===== src/hw/rtl/csbm_pkg.sv =====
// Shared types and constants for the cosine spectrum best-match block.
// Used by csbm_mul, csbm_sub and the cosine_spectrum_best_match top level.
package csbm_pkg;

  localparam int LibrarySize = 16;
  localparam int SampleW     = 16;
  localparam int ThreshW     = 15;
  localparam int IdxW        = 4;
  localparam int SimW        = 16;
  localparam int DotW        = 40;
  localparam int EnergyW     = 38;
  localparam int MulOpW      = 33;
  localparam int WideW       = 64;
  localparam int RootW       = 31;
  localparam int RemW        = 33;
  localparam int QuotW       = 15;

  localparam logic [ThreshW-1:0] ThreshReset = 15'd29491;

  // reference index saturates here
  localparam logic [IdxW-1:0] IdxLimit =
    (LibrarySize - 1 > 15) ? 4'd15 : IdxW'(LibrarySize - 1);

  localparam logic [4:0] SqrtLastIter = 5'd30;
  localparam logic [4:0] DivLastIter  = 5'd14;

  typedef enum logic [11:0] {
    S_IDLE = 12'b0000_0000_0001,
    S_MDOT = 12'b0000_0000_0010,
    S_MEM  = 12'b0000_0000_0100,
    S_MER  = 12'b0000_0000_1000,
    S_AER  = 12'b0000_0001_0000,
    S_CHK  = 12'b0000_0010_0000,
    S_SQA  = 12'b0000_0100_0000,
    S_SQB  = 12'b0000_1000_0000,
    S_MULD = 12'b0001_0000_0000,
    S_DCHK = 12'b0010_0000_0000,
    S_DIV  = 12'b0100_0000_0000,
    S_RES  = 12'b1000_0000_0000
  } state_e;

endpackage


===== src/hw/rtl/csbm_mul.sv =====
// Shared signed multiplier with registered product.
// Depends on csbm_pkg for operand and product widths.
module csbm_mul (
  input  logic                                clk_i,
  input  logic signed [csbm_pkg::MulOpW-1:0] a_i,
  input  logic signed [csbm_pkg::MulOpW-1:0] b_i,
  output logic        [csbm_pkg::WideW-1:0]  p_o
);

  logic signed [2*csbm_pkg::MulOpW-1:0] prod;
  logic        [csbm_pkg::WideW-1:0]    p_q;

  assign prod = a_i * b_i;

  always_ff @(posedge clk_i) begin
    p_q <= prod[csbm_pkg::WideW-1:0];
  end

  assign p_o = p_q;

endmodule


===== src/hw/rtl/csbm_sub.sv =====
// Shared 64-bit compare and subtract step for square root and division.
// Depends on csbm_pkg for the word width.
module csbm_sub (
  input  logic [csbm_pkg::WideW-1:0] a_i,
  input  logic [csbm_pkg::WideW-1:0] b_i,
  output logic [csbm_pkg::WideW-1:0] diff_o,
  output logic                       ge_o
);

  logic [csbm_pkg::WideW:0] full;

  assign full   = {1'b0, a_i} - {1'b0, b_i};
  assign diff_o = full[csbm_pkg::WideW-1:0];
  assign ge_o   = ~full[csbm_pkg::WideW];

endmodule


===== src/hw/rtl/cosine_spectrum_best_match.sv =====
// Cosine-similarity best match over a streamed library of reference spectra. Every
// beat carries one measured and one reference point (signed Q3.12); the block takes
// one beat, then runs S_MDOT, S_MEM, S_MER and S_AER on the shared multiplier to build
// the dot product and both energies. A point marked last_point adds the similarity: a
// check, two 31-step square roots on the shared 64-bit subtractor, a multiply of the
// two roots, a compare and up to 15 divide steps on the subtractor, and a result state;
// an energy or dot product of zero goes straight to the result. in_stall_o stays high
// during that work. The result beat sits in an output register, so the next point is
// taken while it waits. The closing reference (last_point with last_reference) also
// carries the best index, its confidence and match_found (best strictly above the match
// limit), then the search state clears. The user writes the match limit through the
// cfg channel while idle; the block itself does not enforce this.
// Depends on csbm_pkg, csbm_mul and csbm_sub.
module cosine_spectrum_best_match (
  input  logic                                  clk_i,
  input  logic                                  rst_ni,
  input  logic                                  cfg_valid_i,
  output logic                                  cfg_ready_o,
  input  logic [csbm_pkg::ThreshW-1:0]          match_limit_i,
  input  logic                                  in_valid_i,
  output logic                                  in_stall_o,
  input  logic signed [csbm_pkg::SampleW-1:0]   measured_sample_i,
  input  logic signed [csbm_pkg::SampleW-1:0]   reference_sample_i,
  input  logic                                  last_point_i,
  input  logic                                  last_reference_i,
  output logic                                  out_valid_o,
  input  logic                                  out_stall_i,
  output logic [csbm_pkg::IdxW-1:0]             reference_index_o,
  output logic signed [csbm_pkg::SimW-1:0]      similarity_o,
  output logic                                  search_done_o,
  output logic [csbm_pkg::IdxW-1:0]             best_index_o,
  output logic [csbm_pkg::ThreshW-1:0]          best_confidence_o,
  output logic                                  match_found_o
);

  localparam int DotW    = csbm_pkg::DotW;
  localparam int EnergyW = csbm_pkg::EnergyW;
  localparam int WideW   = csbm_pkg::WideW;
  localparam int RootW   = csbm_pkg::RootW;
  localparam int RemW    = csbm_pkg::RemW;
  localparam int QuotW   = csbm_pkg::QuotW;
  localparam int MulOpW  = csbm_pkg::MulOpW;
  localparam int SampleW = csbm_pkg::SampleW;
  localparam int IdxW    = csbm_pkg::IdxW;
  localparam int ThreshW = csbm_pkg::ThreshW;
  localparam int SimW    = csbm_pkg::SimW;
  localparam int XW      = 2 * RootW;

  csbm_pkg::state_e state_q, state_d;

  logic [ThreshW-1:0]        thr_q;
  logic signed [SampleW-1:0] m_q, rs_q;
  logic                      last_pt_q, last_ref_q;
  logic signed [DotW-1:0]    dot_q, dot_d;
  logic [EnergyW-1:0]        em_q, em_d, er_q, er_d;
  logic [DotW-1:0]           mag_q, mag_d;
  logic [XW-1:0]             x_q, x_d;
  logic [RemW-1:0]           rem_q, rem_d;
  logic [RootW-1:0]          root_q, root_d, sa_q, sa_d;
  logic [4:0]                it_q, it_d;
  logic [WideW-1:0]          r_q, r_d, den_q, den_d;
  logic [QuotW:0]            quo_q, quo_d;
  logic [IdxW-1:0]           idx_q, idx_d;
  logic [ThreshW-1:0]        best_q, best_d;
  logic [IdxW-1:0]           best_idx_q, best_idx_d;
  logic                      best_vld_q, best_vld_d;

  logic                      out_valid_q, out_valid_d;
  logic [IdxW-1:0]           o_idx_q;
  logic signed [SimW-1:0]    o_sim_q;
  logic                      o_done_q;
  logic [IdxW-1:0]           o_bidx_q;
  logic [ThreshW-1:0]        o_conf_q;
  logic                      o_match_q;

  logic signed [MulOpW-1:0]  mul_a, mul_b;
  logic [WideW-1:0]          prod;
  logic [WideW-1:0]          sub_a, sub_b, sub_diff;
  logic                      sub_ge;

  logic                      in_fire, res_fire;
  logic signed [DotW:0]      dot_sum;
  logic [EnergyW:0]          em_sum, er_sum;
  logic [RemW+1:0]           rem_sh;
  logic signed [SimW-1:0]    sim;
  logic                      upd;
  logic [ThreshW-1:0]        nb_sim;
  logic [IdxW-1:0]           nb_idx;
  logic                      nb_vld;

  csbm_mul u_mul (
    .clk_i (clk_i),
    .a_i   (mul_a),
    .b_i   (mul_b),
    .p_o   (prod)
  );

  csbm_sub u_sub (
    .a_i    (sub_a),
    .b_i    (sub_b),
    .diff_o (sub_diff),
    .ge_o   (sub_ge)
  );

  assign cfg_ready_o = 1'b1;
  assign in_stall_o  = (state_q != csbm_pkg::S_IDLE);
  assign in_fire     = in_valid_i && !in_stall_o;
  assign res_fire    = (state_q == csbm_pkg::S_RES) && (!out_valid_q || !out_stall_i);

  // multiplier operand select
  always_comb begin
    mul_a = MulOpW'(m_q);
    mul_b = MulOpW'(rs_q);
    case (state_q)
      csbm_pkg::S_MEM: begin
        mul_a = MulOpW'(m_q);
        mul_b = MulOpW'(m_q);
      end
      csbm_pkg::S_MER: begin
        mul_a = MulOpW'(rs_q);
        mul_b = MulOpW'(rs_q);
      end
      csbm_pkg::S_MULD: begin
        mul_a = $signed({2'b00, sa_q});
        mul_b = $signed({2'b00, root_q});
      end
      default: begin
        mul_a = MulOpW'(m_q);
        mul_b = MulOpW'(rs_q);
      end
    endcase
  end

  // subtractor operand select
  assign rem_sh = {rem_q, x_q[XW-1 -: 2]};

  always_comb begin
    sub_a = WideW'(rem_sh);
    sub_b = WideW'({root_q, 2'b01});
    case (state_q)
      csbm_pkg::S_DCHK: begin
        sub_a = {mag_q, 24'd0};
        sub_b = prod;
      end
      csbm_pkg::S_DIV: begin
        sub_a = {r_q[WideW-2:0], 1'b0};
        sub_b = den_q;
      end
      default: begin
        sub_a = WideW'(rem_sh);
        sub_b = WideW'({root_q, 2'b01});
      end
    endcase
  end

  // saturating accumulators
  assign dot_sum = {dot_q[DotW-1], dot_q} + (DotW+1)'($signed(prod[31:0]));
  assign em_sum  = {1'b0, em_q} + (EnergyW+1)'(prod[31:0]);
  assign er_sum  = {1'b0, er_q} + (EnergyW+1)'(prod[31:0]);

  // final similarity and best tracking
  always_comb begin
    if (dot_q[DotW-1]) begin
      sim = SimW'(-$signed({1'b0, quo_q}));
    end else if (quo_q[QuotW]) begin
      sim = 16'sh7FFF;
    end else begin
      sim = $signed(quo_q);
    end
    upd    = !sim[SimW-1] && (sim[ThreshW-1:0] > best_q);
    nb_sim = upd ? sim[ThreshW-1:0] : best_q;
    nb_idx = upd ? idx_q : best_idx_q;
    nb_vld = upd || best_vld_q;
  end

  always_comb begin
    state_d    = state_q;
    dot_d      = dot_q;
    em_d       = em_q;
    er_d       = er_q;
    mag_d      = mag_q;
    x_d        = x_q;
    rem_d      = rem_q;
    root_d     = root_q;
    sa_d       = sa_q;
    it_d       = it_q;
    r_d        = r_q;
    den_d      = den_q;
    quo_d      = quo_q;
    idx_d      = idx_q;
    best_d     = best_q;
    best_idx_d = best_idx_q;
    best_vld_d = best_vld_q;

    case (state_q)
      csbm_pkg::S_IDLE: begin
        if (in_fire) begin
          state_d = csbm_pkg::S_MDOT;
        end
      end
      csbm_pkg::S_MDOT: begin
        state_d = csbm_pkg::S_MEM;
      end
      csbm_pkg::S_MEM: begin
        if (dot_sum[DotW] != dot_sum[DotW-1]) begin
          dot_d = dot_sum[DotW] ? {1'b1, {(DotW-1){1'b0}}} : {1'b0, {(DotW-1){1'b1}}};
        end else begin
          dot_d = dot_sum[DotW-1:0];
        end
        state_d = csbm_pkg::S_MER;
      end
      csbm_pkg::S_MER: begin
        em_d    = em_sum[EnergyW] ? {EnergyW{1'b1}} : em_sum[EnergyW-1:0];
        state_d = csbm_pkg::S_AER;
      end
      csbm_pkg::S_AER: begin
        er_d    = er_sum[EnergyW] ? {EnergyW{1'b1}} : er_sum[EnergyW-1:0];
        state_d = last_pt_q ? csbm_pkg::S_CHK : csbm_pkg::S_IDLE;
      end
      csbm_pkg::S_CHK: begin
        mag_d = dot_q[DotW-1] ? DotW'(-dot_q) : DotW'(dot_q);
        if (em_q == '0 || er_q == '0 || dot_q == '0) begin
          quo_d   = '0;
          state_d = csbm_pkg::S_RES;
        end else begin
          x_d     = {em_q, 24'd0};
          rem_d   = '0;
          root_d  = '0;
          it_d    = csbm_pkg::SqrtLastIter;
          state_d = csbm_pkg::S_SQA;
        end
      end
      csbm_pkg::S_SQA, csbm_pkg::S_SQB: begin
        x_d = {x_q[XW-3:0], 2'b00};
        if (sub_ge) begin
          rem_d  = sub_diff[RemW-1:0];
          root_d = {root_q[RootW-2:0], 1'b1};
        end else begin
          rem_d  = rem_sh[RemW-1:0];
          root_d = {root_q[RootW-2:0], 1'b0};
        end
        it_d = it_q - 5'd1;
        if (it_q == '0) begin
          if (state_q == csbm_pkg::S_SQA) begin
            sa_d    = root_d;
            x_d     = {er_q, 24'd0};
            rem_d   = '0;
            root_d  = '0;
            it_d    = csbm_pkg::SqrtLastIter;
            state_d = csbm_pkg::S_SQB;
          end else begin
            state_d = csbm_pkg::S_MULD;
          end
        end
      end
      csbm_pkg::S_MULD: begin
        state_d = csbm_pkg::S_DCHK;
      end
      csbm_pkg::S_DCHK: begin
        // |dot| * 2^24 >= den means the quotient saturates at 32768
        if (sub_ge) begin
          quo_d   = {1'b1, {QuotW{1'b0}}};
          state_d = csbm_pkg::S_RES;
        end else begin
          r_d     = {mag_q, 24'd0};
          den_d   = prod;
          quo_d   = '0;
          it_d    = csbm_pkg::DivLastIter;
          state_d = csbm_pkg::S_DIV;
        end
      end
      csbm_pkg::S_DIV: begin
        r_d   = sub_ge ? sub_diff : {r_q[WideW-2:0], 1'b0};
        quo_d = {quo_q[QuotW-1:0], sub_ge};
        it_d  = it_q - 5'd1;
        if (it_q == '0) begin
          state_d = csbm_pkg::S_RES;
        end
      end
      csbm_pkg::S_RES: begin
        if (res_fire) begin
          dot_d = '0;
          em_d  = '0;
          er_d  = '0;
          if (last_ref_q) begin
            idx_d      = '0;
            best_d     = '0;
            best_idx_d = '0;
            best_vld_d = 1'b0;
          end else begin
            best_d     = nb_sim;
            best_idx_d = nb_idx;
            best_vld_d = nb_vld;
            if (idx_q < csbm_pkg::IdxLimit) begin
              idx_d = idx_q + 4'd1;
            end
          end
          state_d = csbm_pkg::S_IDLE;
        end
      end
      default: begin
        state_d = csbm_pkg::S_IDLE;
      end
    endcase
  end

  assign out_valid_d = res_fire || (out_valid_q && out_stall_i);

  always_ff @(posedge clk_i or negedge rst_ni) begin
    if (!rst_ni) begin
      state_q     <= csbm_pkg::S_IDLE;
      thr_q       <= csbm_pkg::ThreshReset;
      dot_q       <= '0;
      em_q        <= '0;
      er_q        <= '0;
      idx_q       <= '0;
      best_q      <= '0;
      best_idx_q  <= '0;
      best_vld_q  <= 1'b0;
      out_valid_q <= 1'b0;
    end else begin
      state_q     <= state_d;
      dot_q       <= dot_d;
      em_q        <= em_d;
      er_q        <= er_d;
      idx_q       <= idx_d;
      best_q      <= best_d;
      best_idx_q  <= best_idx_d;
      best_vld_q  <= best_vld_d;
      out_valid_q <= out_valid_d;
      if (cfg_valid_i && cfg_ready_o) begin
        thr_q <= match_limit_i;
      end
    end
  end

  // datapath registers
  always_ff @(posedge clk_i) begin
    if (in_fire) begin
      m_q        <= measured_sample_i;
      rs_q       <= reference_sample_i;
      last_pt_q  <= last_point_i;
      last_ref_q <= last_reference_i;
    end
    mag_q  <= mag_d;
    x_q    <= x_d;
    rem_q  <= rem_d;
    root_q <= root_d;
    sa_q   <= sa_d;
    it_q   <= it_d;
    r_q    <= r_d;
    den_q  <= den_d;
    quo_q  <= quo_d;
    if (res_fire) begin
      o_idx_q   <= idx_q;
      o_sim_q   <= sim;
      o_done_q  <= last_ref_q;
      o_bidx_q  <= (last_ref_q && nb_vld) ? nb_idx : '0;
      o_conf_q  <= last_ref_q ? nb_sim : '0;
      o_match_q <= last_ref_q && nb_vld && (nb_sim > thr_q);
    end
  end

  assign out_valid_o       = out_valid_q;
  assign reference_index_o = o_idx_q;
  assign similarity_o      = o_sim_q;
  assign search_done_o     = o_done_q;
  assign best_index_o      = o_bidx_q;
  assign best_confidence_o = o_conf_q;
  assign match_found_o     = o_match_q;

`ifndef NO_ASSERTIONS
  a_accept_starts_mac: assert property (@(posedge clk_i) disable iff (!rst_ni)
    in_fire |=> state_q == csbm_pkg::S_MDOT)
    else $error("accepted beat did not start the multiply sequence");

  a_zero_energy_skips: assert property (@(posedge clk_i) disable iff (!rst_ni)
    (state_q == csbm_pkg::S_CHK && (em_q == '0 || er_q == '0))
      |=> state_q == csbm_pkg::S_RES && quo_q == '0)
    else $error("zero energy did not give a zero similarity");

  a_match_only_when_done: assert property (@(posedge clk_i) disable iff (!rst_ni)
    (out_valid_o && match_found_o) |-> search_done_o)
    else $error("match reported on a result that does not close the search");

  a_no_best_zero_conf: assert property (@(posedge clk_i) disable iff (!rst_ni)
    !best_vld_q |-> (best_q == '0 && best_idx_q == '0))
    else $error("best similarity held without a best reference");
`endif

endmodule


===== config.mk =====
export PLATFORM = sky130hd
export DESIGN_NAME = cosine_spectrum_best_match
export DESIGN_NICKNAME = d
export VERILOG_FILES = /design/src/hw/rtl/csbm_pkg.sv /design/src/hw/rtl/csbm_mul.sv /design/src/hw/rtl/csbm_sub.sv /design/src/hw/rtl/cosine_spectrum_best_match.sv
export SDC_FILE = /design/constraint.sdc
export NUM_CORES = 2
export LEC_CHECK = 0
export BUFFER_PORTS_ARGS = -buffer_cell sky130_fd_sc_hd__buf_2
export CAP_MARGIN = 10
export CORE_ASPECT_RATIO = 0.9
export CORE_MARGIN = 8
export CORE_UTILIZATION = 30
export DETAILED_ROUTE_END_ITERATION = 8
export PLACE_DENSITY = 0.46
export SYNTH_ARGS = -nofsm -noshare
export SYNTH_HDL_FRONTEND = slang
export SYNTH_SLANG_ARGS = --single-unit
export TNS_END_PERCENT = 100

===== constraint.sdc =====
create_clock -name clk_i -period 10.19 [get_ports clk_i]
set_input_delay 1.5285 -clock clk_i [delete_from_list [all_inputs] [get_ports clk_i]]
set_output_delay 1.5285 -clock clk_i [all_outputs]
set_load 0.01 [all_outputs]

==> flow_summary.toml <==
[timing]
rsz0062_at_grt = "yes"
setup_viol = 0
max_freq_mhz = 102
fin_tns_setup_ns = 0
holdWs_ns = 0.436
slew_violations = 0
worst_pin_slew_ns = 1.22
clock_skew_ns = 0.0408
fin_crit_sh = 0.962
period_minus_slack_ns = 9.81
hold_violations = 0
slew_headroom = 0.182

[final_layout]
multi_input_area_sq_um = 49300
area_growth_pct = 11.5
seqCellArea_sq_um = 17400
fillers = 24600
layout-drive-gt1-share = 0.0804
layout_common_cells = "1199 x inv_1, 1109 x fa_1, 938 x nand2_1"
final_cells = 11000
final_nets = 9273
final_common_cell = "inv_1"
diodes = 0

[synthesis]
synth_area_sq_um = 72300
synth_cells = 7650
synthDistinctLibCells = 95
async_flop_share = 0.268
seq_area_frac_synth = 0.241
synth-xor-area-share = 0.0326
synth_top_family_by_area = "adder cells"
synthAdderAreaFrac = 0.379
yosys.area_share.simple = 0.131
synth-edff-count = 396
synthMuxAreaShare = 0.00350
syn_avg_cell_area_sq_um = 9.45
ys_top_cells_by_area = "fa_1 31%, edfxtp_1 16%, ha_1 7.2%"
yosysWarningCount = 0
synth_compound_area_frac = 0.131
syn-num-nets = 9226
yosysTopAreaCellShare = 0.307
yosysTopAreaCell = "fa_1"
yosys_most_used_dff = "edfxtp_1"
synth.ff_latch_count = 628

[floorplanning]
ios = 98
die_area_sq_um = 257000
core_sq_um = 240000
start_util = 0.301
chipHeight_um = 482
die_w_um = 533
fp-row-count = 171

[grt]
grt_pass1_vias = 58200
grt_pass1_wl_um = 385000
grt_usage = 0.197
antenna_found_initial = 10
grt_start_max_net_pins = 80
gr-total-overflow = 0

[run_status]
status = "complete, no violations"

[clock_network]
cts_sinks = 628
cts-hold-fix-buffers = 0
cts_tree = "done"
clockBufferDepth = 3
htree_levels = 3
clk_pin_slew_ns = 0.06
cts_inserted_buffers = 76
clock_latency_ns = 0.69
clockRootBuffer = "clkbuf_16"

[setup_path]
cp-start-kind = "flip-flop"
crit_top_cell = "fa_1"
critPathRequiredTime_ns = 10.74
cp-endpoint = "u_mul.p_o[63]"
end_kind = "flip-flop"
rr_worst_depth = 32
r2r-end = "u_mul.p_o[63]"
critPathKind = "flip-flop to flip-flop"
r2r_start = "state_q[8]"
cp-startpoint = "state_q[8]"
cp_slowest_cell = "fa_1"
rrSetupSlack_ns = 0.38
cp.arrival_ns = 10.36
max_stage_delay_ns = 0.88
worst-path-max-fanout = 19

[routing]
ant_nets = 0
num_vias = 56100
via_per_inst = 5.12
routed_wirelength_um = 257000
drt-initial-drc-count = 4531
avgRoutedWirePerCell_um = 23.5
drc_errors = 0
first_pass_iters = 6

[job]
maxCapViolations = 0

[placement]
dp_hpwl_um = 202000
io_buffer_count = 96
place_congestion = 0.908
placed_cells = 10800

[hold_path]
hold_path_class = "flip-flop to flip-flop"
## sequential cells by signal, indices dropped and copies added (netlist names), 33 cells and up
signal / cells
x_q: 38
den_q: 64
u_mul.p_o: 64
mag_q: 40
em_q: 38
dot_q: 40
r_q: 63
er_q: 38
rem_q: 33
## worst max-delay path: cells and delay by family (launching register included)
kind	cells	cell delay, ns
xor gates and xnor gates	1	0.09
and+or+nand+nor	7	1.44
DFF	1	0.49
AOI/OAI and AO/OA	7	1.58
buffers and inverters	8	1.12
adders and majority gates	9	4.91
## cell usage after synthesis (all sizes together) (31+ instances only)
library cell     n
a21o           158
a22o            95
o21bai          37
a31oi           93
a22oi           86
edfxtp         396
inv           1202
xnor2          182
o21a            51
nor3            57
clkbuf         334
or2             31
and3            45
nand3           65
nand2b          40
and2            82
xor2            86
dfxtp           64
a221o           33
buf             39
nand2          942
a21oi          463
o21ai          222
nor2b           52
fa            1109
nand4           54
nor2           715
ha             413
dfrtp          158
## cell type report
cell class	count	share of cell area
clock buffers	105	0.0277
clock inverters	36	0.00438
inverters	1202	0.0560
multi-input cells	5447	0.612
flip-flops and latches	628	0.216
well taps	3200	0.0497
repair buffers	342	0.0341
## routing by layer
layer / track usage / routed length, um / vias up
met5: 0 / 23 / -
met4: 0.0480 / 7210 / 4
met3: 0.0396 / 19100 / 309
met2: 0.304 / 112000 / 1981
met1: 0.284 / 119000 / 28800
li1: - / - / 25000
## worst min-delay path by stage
stage / from / endpoint / slack [ns] / cells after the start
6_report: u_mul.p_o[32] / den_q[32] / 0.44 / 0
2_1_floorplan: u_mul.p_o[33] / den_q[33] / 0.41 / 0
3_3_place_gp: u_mul.p_o[32] / den_q[32] / 0.42 / 0
3_5_place_dp: u_mul.p_o[53] / den_q[53] / 0.43 / 0
5_1_grt: u_mul.p_o[53] / den_q[53] / 0.45 / 0
4_1_cts: u_mul.p_o[53] / den_q[53] / 0.44 / 0
## per-stage QoR
step	setup slack [ns]	util	area, sq um
finish	0.383	0.335	80500
global route	-0.00935	0.335	80500
CTS	0.00322	0.335	80500
detailed placement	-0.372	0.324	77900
global placement	-0.317	0.324	77900
floorplan	0.456	-	72300
## logic make-up after synthesis
family,count (synthesis)
buffers and inverters,1575
AO/OA/AOI/OAI,1453
XOR/XNOR,268
multiplexers,25
adder cells (fa/ha/maj),1522
AND/OR/NAND/NOR,2178
other,1
flip-flops,628
## timing repair
item,4_1_cts,5_1_grt
endpoints found under the hold margin,0,0
setup endpoints to repair,10,17
pin swaps,0,3
setup buffers,0,2
gates resized for setup,7,22
Power is not shown: default switching activity piles up to over one toggle a cycle in this logic, so the estimate is an artifact.
